**src/rtl/rrfp_pkg.sv**
```systemverilog
// ----------------------------------------------------------------------------
// rrfp_pkg
// Shared types and constants of the reader response frame parser.
// ----------------------------------------------------------------------------
package rrfp_pkg;

    localparam logic [7:0] PREAMBLE = 8'hBD;

    // count of stored data bytes, wide enough for a store of up to 127 bytes
    localparam int CNT_W = 7;

    // configuration register indexes
    localparam logic [2:0] CFG_CODE_LOGIN      = 3'd0;
    localparam logic [2:0] CFG_CODE_READ       = 3'd1;
    localparam logic [2:0] CFG_CODE_WRITE      = 3'd2;
    localparam logic [2:0] CFG_STATUS_OK       = 3'd3;
    localparam logic [2:0] CFG_STATUS_NO_CARD  = 3'd4;
    localparam logic [2:0] CFG_STATUS_LOGIN_OK = 3'd5;

    // verdict codes
    localparam logic [3:0] V_CKSUM_ERR  = 4'd0;
    localparam logic [3:0] V_NO_TAG     = 4'd1;
    localparam logic [3:0] V_LOGIN_OK   = 4'd2;
    localparam logic [3:0] V_LOGIN_FAIL = 4'd3;
    localparam logic [3:0] V_READ_OK    = 4'd4;
    localparam logic [3:0] V_READ_FAIL  = 4'd5;
    localparam logic [3:0] V_WRITE_OK   = 4'd6;
    localparam logic [3:0] V_WRITE_FAIL = 4'd7;
    localparam logic [3:0] V_OK         = 4'd8;
    localparam logic [3:0] V_FAIL       = 4'd9;
    localparam logic [3:0] V_MALFORMED  = 4'd10;

    // one job per finished frame or too-short length, handed from the parser to the emitter
    typedef struct packed {
        logic [7:0]       command;
        logic [7:0]       status;
        logic [3:0]       verdict;
        logic             overflow;
        logic [CNT_W-1:0] count;     // data bytes to emit before the verdict
    } t_job;

    // tag store write request
    typedef struct packed {
        logic             we;
        logic [CNT_W-1:0] addr;
        logic [7:0]       data;
    } t_wr_req;

    // queue status seen by the parser
    typedef struct packed {
        logic not_empty;
        logic full;
    } t_q_status;

endpackage

```
**src/rtl/rrfp_front.sv**
```systemverilog
// ----------------------------------------------------------------------------
// rrfp_front
// Frame parser: preamble hunt, length, command, status, data and checksum.
// Keeps the configuration registers and posts one job per finished frame or too-short length.
// ----------------------------------------------------------------------------
module rrfp_front
    import rrfp_pkg::*;
#(
    parameter int TAG_BYTES = 16
) (
    input  logic       i_clk,
    input  logic       i_rst_n,
    input  logic       i_in_valid,
    output logic       o_in_stall,
    input  logic [7:0] i_rx_byte,
    input  logic       i_cfg_we,
    input  logic [2:0] i_cfg_idx,
    input  logic [7:0] i_cfg_data,
    input  t_q_status  i_q_status,
    input  logic       i_back_busy,
    output logic       o_push,
    output t_job       o_job,
    output t_wr_req    o_wr
);

    localparam logic [CNT_W-1:0] TagMax = CNT_W'(TAG_BYTES);

    typedef enum logic [1:0] {
        PH_HUNT,
        PH_LEN,
        PH_BODY,
        PH_CKSUM
    } t_phase;

    t_phase           r_phase, n_phase;
    logic [7:0]       r_left, n_left;
    logic [7:0]       r_xor, n_xor;
    logic [7:0]       r_cmd, n_cmd;
    logic [7:0]       r_stat, n_stat;
    logic [1:0]       r_body, n_body;     // 0 command, 1 status, 2 data
    logic [CNT_W-1:0] r_cnt, n_cnt;
    logic             r_ovf, n_ovf;

    logic [7:0] r_code_login, r_code_read, r_code_write;
    logic [7:0] r_st_ok, r_st_no_card, r_st_login_ok;

    logic       accept;
    logic       store_byte;
    logic [3:0] judged;

    assign store_byte = (r_phase == PH_BODY) && (r_body == 2'd2) && (r_cnt < TagMax);

    // hold off store writes while the store may be read, and length/checksum on a full queue
    always_comb begin
        o_in_stall = 1'b0;
        case (r_phase)
            PH_LEN:   o_in_stall = i_q_status.full;
            PH_CKSUM: o_in_stall = i_q_status.full;
            PH_BODY:  o_in_stall = store_byte && (i_q_status.not_empty || i_back_busy);
            default:  o_in_stall = 1'b0;
        endcase
    end

    assign accept = i_in_valid && !o_in_stall;

    always_comb begin
        if (r_stat == r_st_no_card) begin
            judged = V_NO_TAG;
        end else if (r_cmd == r_code_login) begin
            judged = (r_stat == r_st_login_ok) ? V_LOGIN_OK : V_LOGIN_FAIL;
        end else if (r_cmd == r_code_read) begin
            judged = (r_stat == r_st_ok) ? V_READ_OK : V_READ_FAIL;
        end else if (r_cmd == r_code_write) begin
            judged = (r_stat == r_st_ok) ? V_WRITE_OK : V_WRITE_FAIL;
        end else begin
            judged = (r_stat == r_st_ok) ? V_OK : V_FAIL;
        end
    end

    always_comb begin
        n_phase = r_phase;
        n_left  = r_left;
        n_xor   = r_xor;
        n_cmd   = r_cmd;
        n_stat  = r_stat;
        n_body  = r_body;
        n_cnt   = r_cnt;
        n_ovf   = r_ovf;
        o_push  = 1'b0;
        o_job   = '0;
        o_wr    = '0;
        o_wr.addr = r_cnt;
        o_wr.data = i_rx_byte;
        if (accept) begin
            case (r_phase)
                PH_HUNT: begin
                    if (i_rx_byte == PREAMBLE) begin
                        n_xor   = PREAMBLE;
                        n_phase = PH_LEN;
                    end
                end
                PH_LEN: begin
                    if (i_rx_byte < 8'd3) begin
                        o_push        = 1'b1;
                        o_job.verdict = V_MALFORMED;
                        n_phase       = PH_HUNT;
                    end else begin
                        n_xor   = r_xor ^ i_rx_byte;
                        n_left  = i_rx_byte - 8'd1;
                        n_body  = 2'd0;
                        n_cnt   = '0;
                        n_ovf   = 1'b0;
                        n_cmd   = 8'd0;
                        n_stat  = 8'd0;
                        n_phase = PH_BODY;
                    end
                end
                PH_BODY: begin
                    n_xor = r_xor ^ i_rx_byte;
                    if (r_body == 2'd0) begin
                        n_cmd = i_rx_byte;
                    end else if (r_body == 2'd1) begin
                        n_stat = i_rx_byte;
                    end else if (store_byte) begin
                        o_wr.we = 1'b1;
                        n_cnt   = r_cnt + CNT_W'(1);
                    end else begin
                        n_ovf = 1'b1;
                    end
                    if (r_body != 2'd2) begin
                        n_body = r_body + 2'd1;
                    end
                    n_left = r_left - 8'd1;
                    if (r_left == 8'd1) begin
                        n_phase = PH_CKSUM;
                    end
                end
                default: begin
                    o_push         = 1'b1;
                    o_job.status   = r_stat;
                    o_job.overflow = r_ovf;
                    if (i_rx_byte != r_xor) begin
                        o_job.verdict = V_CKSUM_ERR;
                    end else begin
                        o_job.verdict = judged;
                        o_job.command = r_cmd;
                        o_job.count   = (judged == V_READ_OK) ? r_cnt : '0;
                    end
                    n_phase = PH_HUNT;
                end
            endcase
        end
    end

    always_ff @(posedge i_clk) begin
        if (!i_rst_n) begin
            r_phase       <= PH_HUNT;
            r_left        <= '0;
            r_xor         <= '0;
            r_cmd         <= '0;
            r_stat        <= '0;
            r_body        <= '0;
            r_cnt         <= '0;
            r_ovf         <= 1'b0;
            r_code_login  <= 8'd2;
            r_code_read   <= 8'd3;
            r_code_write  <= 8'd4;
            r_st_ok       <= 8'd0;
            r_st_no_card  <= 8'd1;
            r_st_login_ok <= 8'd2;
        end else begin
            r_phase <= n_phase;
            r_left  <= n_left;
            r_xor   <= n_xor;
            r_cmd   <= n_cmd;
            r_stat  <= n_stat;
            r_body  <= n_body;
            r_cnt   <= n_cnt;
            r_ovf   <= n_ovf;
            if (i_cfg_we) begin
                case (i_cfg_idx)
                    CFG_CODE_LOGIN:      r_code_login  <= i_cfg_data;
                    CFG_CODE_READ:       r_code_read   <= i_cfg_data;
                    CFG_CODE_WRITE:      r_code_write  <= i_cfg_data;
                    CFG_STATUS_OK:       r_st_ok       <= i_cfg_data;
                    CFG_STATUS_NO_CARD:  r_st_no_card  <= i_cfg_data;
                    CFG_STATUS_LOGIN_OK: r_st_login_ok <= i_cfg_data;
                    default: begin
                    end
                endcase
            end
        end
    end

endmodule

```
**src/rtl/rrfp_queue.sv**
```systemverilog
// ----------------------------------------------------------------------------
// rrfp_queue
// Two-entry job queue between the parser and the emitter.
// ----------------------------------------------------------------------------
module rrfp_queue
    import rrfp_pkg::*;
(
    input  logic      i_clk,
    input  logic      i_rst_n,
    input  logic      i_push,
    input  t_job      i_job,
    input  logic      i_pop,
    output t_job      o_job,
    output t_q_status o_status
);

    t_job       r_mem [2];
    logic       r_wp;
    logic       r_rp;
    logic [1:0] r_cnt;

    assign o_job            = r_mem[r_rp];
    assign o_status.not_empty = (r_cnt != 2'd0);
    assign o_status.full      = (r_cnt == 2'd2);

    always_ff @(posedge i_clk) begin
        if (i_push) begin
            r_mem[r_wp] <= i_job;
        end
    end

    always_ff @(posedge i_clk) begin
        if (!i_rst_n) begin
            r_wp  <= 1'b0;
            r_rp  <= 1'b0;
            r_cnt <= '0;
        end else begin
            if (i_push) begin
                r_wp <= !r_wp;
            end
            if (i_pop) begin
                r_rp <= !r_rp;
            end
            case ({i_push, i_pop})
                2'b10:   r_cnt <= r_cnt + 2'd1;
                2'b01:   r_cnt <= r_cnt - 2'd1;
                default: r_cnt <= r_cnt;
            endcase
        end
    end

endmodule

```
**src/rtl/rrfp_back.sv**
```systemverilog
// ----------------------------------------------------------------------------
// rrfp_back
// Result emitter: holds the tag store, reads out stored data bytes of a
// successful read, then the verdict, through one output register.
// ----------------------------------------------------------------------------
module rrfp_back
    import rrfp_pkg::*;
#(
    parameter int TAG_BYTES = 16
) (
    input  logic       i_clk,
    input  logic       i_rst_n,
    input  t_wr_req    i_wr,
    input  logic       i_q_valid,
    input  t_job       i_job,
    output logic       o_pop,
    output logic       o_busy,
    output logic       o_out_valid,
    input  logic       i_out_stall,
    output logic       o_kind,
    output logic [7:0] o_data_byte,
    output logic [7:0] o_command_code,
    output logic [7:0] o_status_code,
    output logic [3:0] o_verdict,
    output logic       o_data_overflow,
    output logic       o_last
);

    localparam int AW = (TAG_BYTES > 1) ? $clog2(TAG_BYTES) : 1;

    typedef enum logic [1:0] {
        ST_IDLE,
        ST_READ,
        ST_DATA,
        ST_VERD
    } t_state;

    logic [7:0]       r_store [TAG_BYTES];
    logic [7:0]       r_rd_data;
    t_state           r_state;
    t_job             r_job;
    logic [CNT_W-1:0] r_idx;
    logic             out_free;
    logic             out_load;

    assign out_free = !o_out_valid || !i_out_stall;
    assign out_load = out_free && ((r_state == ST_DATA) || (r_state == ST_VERD));
    assign o_pop    = (r_state == ST_IDLE) && i_q_valid;
    assign o_busy   = (r_state != ST_IDLE);

    always_ff @(posedge i_clk) begin
        if (i_wr.we) begin
            r_store[i_wr.addr[AW-1:0]] <= i_wr.data;
        end
        r_rd_data <= r_store[r_idx[AW-1:0]];
    end

    always_ff @(posedge i_clk) begin
        if (!i_rst_n) begin
            r_state     <= ST_IDLE;
            r_idx       <= '0;
            o_out_valid <= 1'b0;
        end else begin
            if (out_free && !out_load) begin
                o_out_valid <= 1'b0;
            end
            case (r_state)
                ST_IDLE: begin
                    if (i_q_valid) begin
                        r_job   <= i_job;
                        r_idx   <= '0;
                        r_state <= (i_job.count == '0) ? ST_VERD : ST_READ;
                    end
                end
                ST_READ: begin
                    r_state <= ST_DATA;
                end
                ST_DATA: begin
                    if (out_free) begin
                        o_out_valid     <= 1'b1;
                        o_kind          <= 1'b0;
                        o_data_byte     <= r_rd_data;
                        o_command_code  <= r_job.command;
                        o_status_code   <= r_job.status;
                        o_verdict       <= V_READ_OK;
                        o_data_overflow <= r_job.overflow;
                        o_last          <= 1'b0;
                        r_idx           <= r_idx + CNT_W'(1);
                        r_state <= (r_idx + CNT_W'(1) == r_job.count) ? ST_VERD : ST_READ;
                    end
                end
                default: begin
                    if (out_free) begin
                        o_out_valid     <= 1'b1;
                        o_kind          <= 1'b1;
                        o_data_byte     <= 8'd0;
                        o_command_code  <= r_job.command;
                        o_status_code   <= r_job.status;
                        o_verdict       <= r_job.verdict;
                        o_data_overflow <= r_job.overflow;
                        o_last          <= 1'b1;
                        r_state         <= ST_IDLE;
                    end
                end
            endcase
        end
    end

endmodule

```
**src/rtl/reader_response_frame_parser.sv**
```systemverilog
// path: a frame's first result passes the queue, the emitter state and the output
// register, a data byte the store read too; output stalls add to both
// throughput: 1 received byte per cycle; a data byte to store waits while a job is
// queued or read out, length and checksum bytes wait while the queue is full
// readout: per stored byte a store read (one port), then a load; then the verdict
// reset: synchronous, active low; tag store not cleared and needs no clearing pass
// ----------------------------------------------------------------------------
// reader_response_frame_parser
// Top level: parser front, job queue and result emitter.
// ----------------------------------------------------------------------------
module reader_response_frame_parser
    import rrfp_pkg::*;
#(
    parameter int TAG_BYTES = 16
) (
    input  logic       i_clk,
    input  logic       i_rst_n,
    input  logic       i_in_valid,
    output logic       o_in_stall,
    input  logic [7:0] i_rx_byte,
    input  logic       i_cfg_we,
    input  logic [2:0] i_cfg_idx,
    input  logic [7:0] i_cfg_data,
    output logic       o_out_valid,
    input  logic       i_out_stall,
    output logic       o_kind,
    output logic [7:0] o_data_byte,
    output logic [7:0] o_command_code,
    output logic [7:0] o_status_code,
    output logic [3:0] o_verdict,
    output logic       o_data_overflow,
    output logic       o_last
);

    t_q_status q_status;
    t_job      push_job;
    t_job      head_job;
    t_wr_req   wr_req;
    logic      push;
    logic      pop;
    logic      back_busy;

    rrfp_front #(
        .TAG_BYTES (TAG_BYTES)
    ) u_front (
        .i_clk       (i_clk),
        .i_rst_n     (i_rst_n),
        .i_in_valid  (i_in_valid),
        .o_in_stall  (o_in_stall),
        .i_rx_byte   (i_rx_byte),
        .i_cfg_we    (i_cfg_we),
        .i_cfg_idx   (i_cfg_idx),
        .i_cfg_data  (i_cfg_data),
        .i_q_status  (q_status),
        .i_back_busy (back_busy),
        .o_push      (push),
        .o_job       (push_job),
        .o_wr        (wr_req)
    );

    rrfp_queue u_queue (
        .i_clk    (i_clk),
        .i_rst_n  (i_rst_n),
        .i_push   (push),
        .i_job    (push_job),
        .i_pop    (pop),
        .o_job    (head_job),
        .o_status (q_status)
    );

    rrfp_back #(
        .TAG_BYTES (TAG_BYTES)
    ) u_back (
        .i_clk           (i_clk),
        .i_rst_n         (i_rst_n),
        .i_wr            (wr_req),
        .i_q_valid       (q_status.not_empty),
        .i_job           (head_job),
        .o_pop           (pop),
        .o_busy          (back_busy),
        .o_out_valid     (o_out_valid),
        .i_out_stall     (i_out_stall),
        .o_kind          (o_kind),
        .o_data_byte     (o_data_byte),
        .o_command_code  (o_command_code),
        .o_status_code   (o_status_code),
        .o_verdict       (o_verdict),
        .o_data_overflow (o_data_overflow),
        .o_last          (o_last)
    );

`ifndef NO_ASSERTIONS
    // store must not change under a readout in progress
    a_no_write_during_readout: assert property (@(posedge i_clk) disable iff (!i_rst_n)
        wr_req.we |-> (!back_busy && !q_status.not_empty))
        else $error("tag store written during readout");

    // no push into a full queue
    a_no_overrun: assert property (@(posedge i_clk) disable iff (!i_rst_n)
        push |-> !q_status.full)
        else $error("job queue overrun");

    // verdicts close a frame, data bytes never do
    a_last_on_verdict: assert property (@(posedge i_clk) disable iff (!i_rst_n)
        o_out_valid |-> (o_kind == o_last))
        else $error("last flag does not match result kind");
`endif

endmodule

```
**config.mk**
```make
export PLATFORM = sky130hd
export DESIGN_NAME = reader_response_frame_parser
export DESIGN_NICKNAME = d
export VERILOG_FILES = /design/src/rtl/rrfp_pkg.sv /design/src/rtl/rrfp_front.sv /design/src/rtl/rrfp_queue.sv /design/src/rtl/rrfp_back.sv /design/src/rtl/reader_response_frame_parser.sv
export SDC_FILE = /design/constraint.sdc
export NUM_CORES = 1
export LEC_CHECK = 0
export CORE_ASPECT_RATIO = 1.4
export CORE_MARGIN = 3
export CORE_UTILIZATION = 40
export CTS_CLUSTER_DIAMETER = 60
export DETAILED_ROUTE_END_ITERATION = 16
export DONT_BUFFER_PORTS = 1
export HOLD_SLACK_MARGIN = 0.12
export PLACE_DENSITY = 0.67
export SKIP_LAST_GASP = 1
export SLEW_MARGIN = 20
export SYNTH_ARGS = -nofsm -noshare
export SYNTH_HDL_FRONTEND = slang
export SYNTH_SLANG_ARGS = --single-unit
```
**constraint.sdc**
```tcl
create_clock -name i_clk -period 3.7 [get_ports i_clk]
set_input_delay 0.185 -clock i_clk [delete_from_list [all_inputs] [get_ports i_clk]]
set_output_delay 0.185 -clock i_clk [all_outputs]
set_load 0.01 [all_outputs]
```
==> run_results.csv <==
group,metric,value,unit
yosys,syn-cell-area,15070,um^2
power,power_density,511.8,nW/um^2
global_routing,grt_pass1_wl,52690,um
floorplanning,die_y,235.7,um
sta,fin_crit_sh,75.15,%
finish,drive_gt1_share,14.10,%
place,dp_hpwl,21270,um
yosys,synth_top_area_share,48.23,%
sta,min_period,2.781,ns
global_routing,gr-usage-all-layers,16.89,%
global_routing,grt_max_degree,43,
detailed_routing,routed_wl,34070,um
yosys,synth_most_common_cell,"edfxtp_1",
sta,setup_tns,0,ns
sta,skew,0.01371,ns
detailed_routing,wire_per_inst,20.45,um
setup_path,crit_chain,"inv_1 > ha_1 > buf_4 > nand4bb_1 > and3_1 > nand4b_1 > nor3_1",
yosys,syn_area_per_cell,13.17,um^2
sta,rsz0062_at_grt,"false",
place,placed_cells,1564,
detailed_routing,via_count,9084,
setup_path,cp.arrival,3.10,ns
min_path,hold_class,"input pin to register",
setup_path,crit_type,"register to register",
setup_path,cp_num_buf_inv,2,
sta,max_freq,359.6,MHz
clock_network,cts_tree,"done",
sta,finalSetupViolations,0,
yosys,synthFlopType,"edfxtp_1",
sta,hold_viol_final,0,
setup_path,crit_family,"simple AND/OR/NAND/NOR gates",
sta,maxSlewViolCount,0,
flow_run,maxCapViolCount,0,
place,place.gp.congestion,0.8436,
setup_path,max_stage_delay,0.49,ns
clock_network,clkLatencyLatePin,0.51,ns
finish,num-fill-cells,3214,
yosys,synth_cell_types,68,
yosys,synth_warnings,0,
clock_network,htreeDepth,2,
detailed_routing,firstDrtPassIters,5,
floorplanning,start_util,40.76,%
setup_path,slowest_stage,"and3_1",
clock_network,cts-root-buf,"clkbuf_16",
detailed_routing,drtIter0Drc,658,
floorplanning,die_w,170.0,um
finish,final_nets,1217,
setup_path,cp.required,4.02,ns
global_routing,grt_pass1_vias,9085,
finish,syn_to_final_growth,13.92,%
clock_network,postCtsSetupBuffers,0,
yosys,yosys_register_bits,357,
setup_path,path_max_fanout,26,
setup_path,startpoint_type,"register",
place,placed_cell_area,15540,um^2
power,power_leakage,5.640,nW
detailed_routing,route.antenna.remaining_nets,0,
global_routing,antenna_found_initial,0,
yosys,synth_area_leaders,"edfxtp_1, dfxtp_1, mux4_2",
clock_network,cts.reportedPaths.clkPinSlew,0.07,ns
floorplanning,design.core.area,36970,um^2
finish,fin_area,17170,um^2
sta,tightestPinTransition,1.114,ns
finish,multiInputGateArea,5145,um^2
yosys,synth_top_area_cell,"edfxtp_1",
clock_network,cts_sinks,357,
yosys,synth_nets,1187,
setup_path,cp-end-kind,"register",
power,ir_drop,0.2458,mV
global_routing,overflow,0,
clock_network,cts_buffers,34,
run_status,run_status,"finished clean",
floorplanning,rows,83,
yosys,ys_seq_area_share,63.51,%
floorplanning,die-area,40070,um^2
yosys,synth_edf_count,242,
place,portBuffers,0,
finish,regArea,9570,um^2
clock_network,clk_path_buf_depth,3,
detailed_routing,drc_errors,0,
finish,diodes,0,
finish,final_cells,1666,
finish,fin_util,46.43,%
floorplanning,ios,57,
detailed_routing,viasPerCell,5.453,
yosys,synth_cells,1144,
yosys,async_flop_share,0,%
sta,timing.slew.headroom,25.48,%
yosys,synth_common_cells,"edfxtp_1, nand2_1, dfxtp_1",
repair_timing:
action,in CTS,in global routing
hold buffers,41,0
endpoints found under the hold margin,225,0
gates resized for setup,0,0
area by class of cell:
| type | instances | area share, % |
|---|---|---|
| repair buffers | 61 | 3.324 |
| inverters | 23 | 0.5030 |
| multi-input cells | 697 | 29.97 |
| flip-flops and latches | 357 | 55.75 |
| well taps | 467 | 3.404 |
| clock inverters | 24 | 1.895 |
| clock buffers | 37 | 5.146 |
metrics by stage:
| step | setup slack [ns] | hold WS, ns | total power (W) |
|---|---|---|---|
| 5_1_grt | 0.6329 | 0.1582 | 0.009072 |
| 6_report | 0.9194 | 0.1461 | 0.008785 |
| 3_3_place_gp | 1.104 | 0.2830 | 0.005045 |
| 4_1_cts | 0.9295 | 0.1238 | 0.008870 |
| 2_1_floorplan | 0.6299 | 0.2839 | 0.004941 |
| 3_5_place_dp | 0.9334 | 0.2872 | 0.005053 |
cells in the final DEF (no fill, tap or decap), drive strengths merged, types with 3 or more instances in the layout:
| cell | count |
|---|---|
| dlygate4sd3 | 40 |
| bufinv | 7 |
| o211ai | 13 |
| nand3b | 3 |
| a31oi | 12 |
| buf | 21 |
| mux2i | 13 |
| a21boi | 3 |
| a311oi | 7 |
| nand2b | 9 |
| clkbuf | 37 |
| clkinvlp | 4 |
| or3 | 7 |
| o31a | 3 |
| nand4 | 25 |
| o31ai | 3 |
| inv | 27 |
| nor2b | 7 |
| dfxtp | 115 |
| nand3 | 34 |
| nor2 | 49 |
| nand4b | 3 |
| nor4 | 11 |
| a21oi | 64 |
| and2 | 26 |
| nor4b | 3 |
| and3 | 27 |
| o21ai | 16 |
| mux2 | 28 |
| mux4 | 40 |
| ha | 19 |
| xnor2 | 52 |
| edfxtp | 242 |
| nor3 | 23 |
| xor2 | 26 |
| nand2 | 142 |
| clkinv | 9 |
final timing paths:
path / startpoint / end / slack (ns) / cells past startpoint
max: u_front.r_phase[0] / u_queue.r_mem[1][2] / 0.92 / 7
min: i_rx_byte[1] / u_front.r_left[7] / 0.15 / 4
max reg2reg: u_front.r_phase[0] / u_queue.r_mem[1][2] / 0.92 / 7
min reg2reg: u_back.r_job[16] / u_back.o_status_code[4] / 0.42 / 0
sequential cells by signal (all words and copies together), names as in the netlist, 4 cells and up, named ones only:
| signal | flops |
|---|---|
| u_front.r_cnt | 7 |
| u_back.o_verdict | 4 |
| u_front.r_cmd | 8 |
| u_front.r_stat | 8 |
| u_back.r_store | 128 |
| u_front.r_st_ok | 8 |
| u_front.r_code_write | 8 |
| u_front.r_st_no_card | 8 |
| u_back.o_status_code | 8 |
| u_back.o_data_byte | 8 |
| u_front.r_code_read | 8 |
| u_front.r_code_login | 8 |
| u_queue.r_mem | 56 |
| u_back.o_command_code | 8 |
| u_front.r_xor | 8 |
| u_back.r_idx | 7 |
| u_front.r_st_login_ok | 8 |
| u_front.r_left | 8 |
| u_back.r_rd_data | 8 |
| u_back.r_job | 28 |
cell families after synthesis:
family	count (synthesis)	synth area share (%)
buffers and inverters	90	2.466
AO/OA/AOI/OAI	140	6.195
adder cells (fa/ha/maj)	19	1.578
multiplexers	81	8.935
flip-flops	357	63.51
XOR/XNOR	78	4.534
AND/OR/NAND/NOR	379	12.79
layer usage:
metal,track usage [%],vias to the layer above,part of all wire (%)
met5,0,-,0
met4,7.528,0,4.1
met3,3.108,81,4.5
met2,29.04,231,51
met1,20.61,4486,41
li1,-,4286,-
tightest hold or removal path: cells and delay by family:
| kind | cells | cell delay [ns] |
|---|---|---|
| compound gates | 2 | 0.24 |
| xor+xnor | 1 | 0.15 |
| simple gates | 1 | 0.04 |
where the power goes:
group          leakage (nW)  internal [W]  switching, W
logic                  1.91      0.000287      0.000328
clock network         0.580       0.00224       0.00149
registers              3.15       0.00436     0.0000781
total                  5.64       0.00689       0.00189
Note: power is estimated with default switching activity, not from simulation.
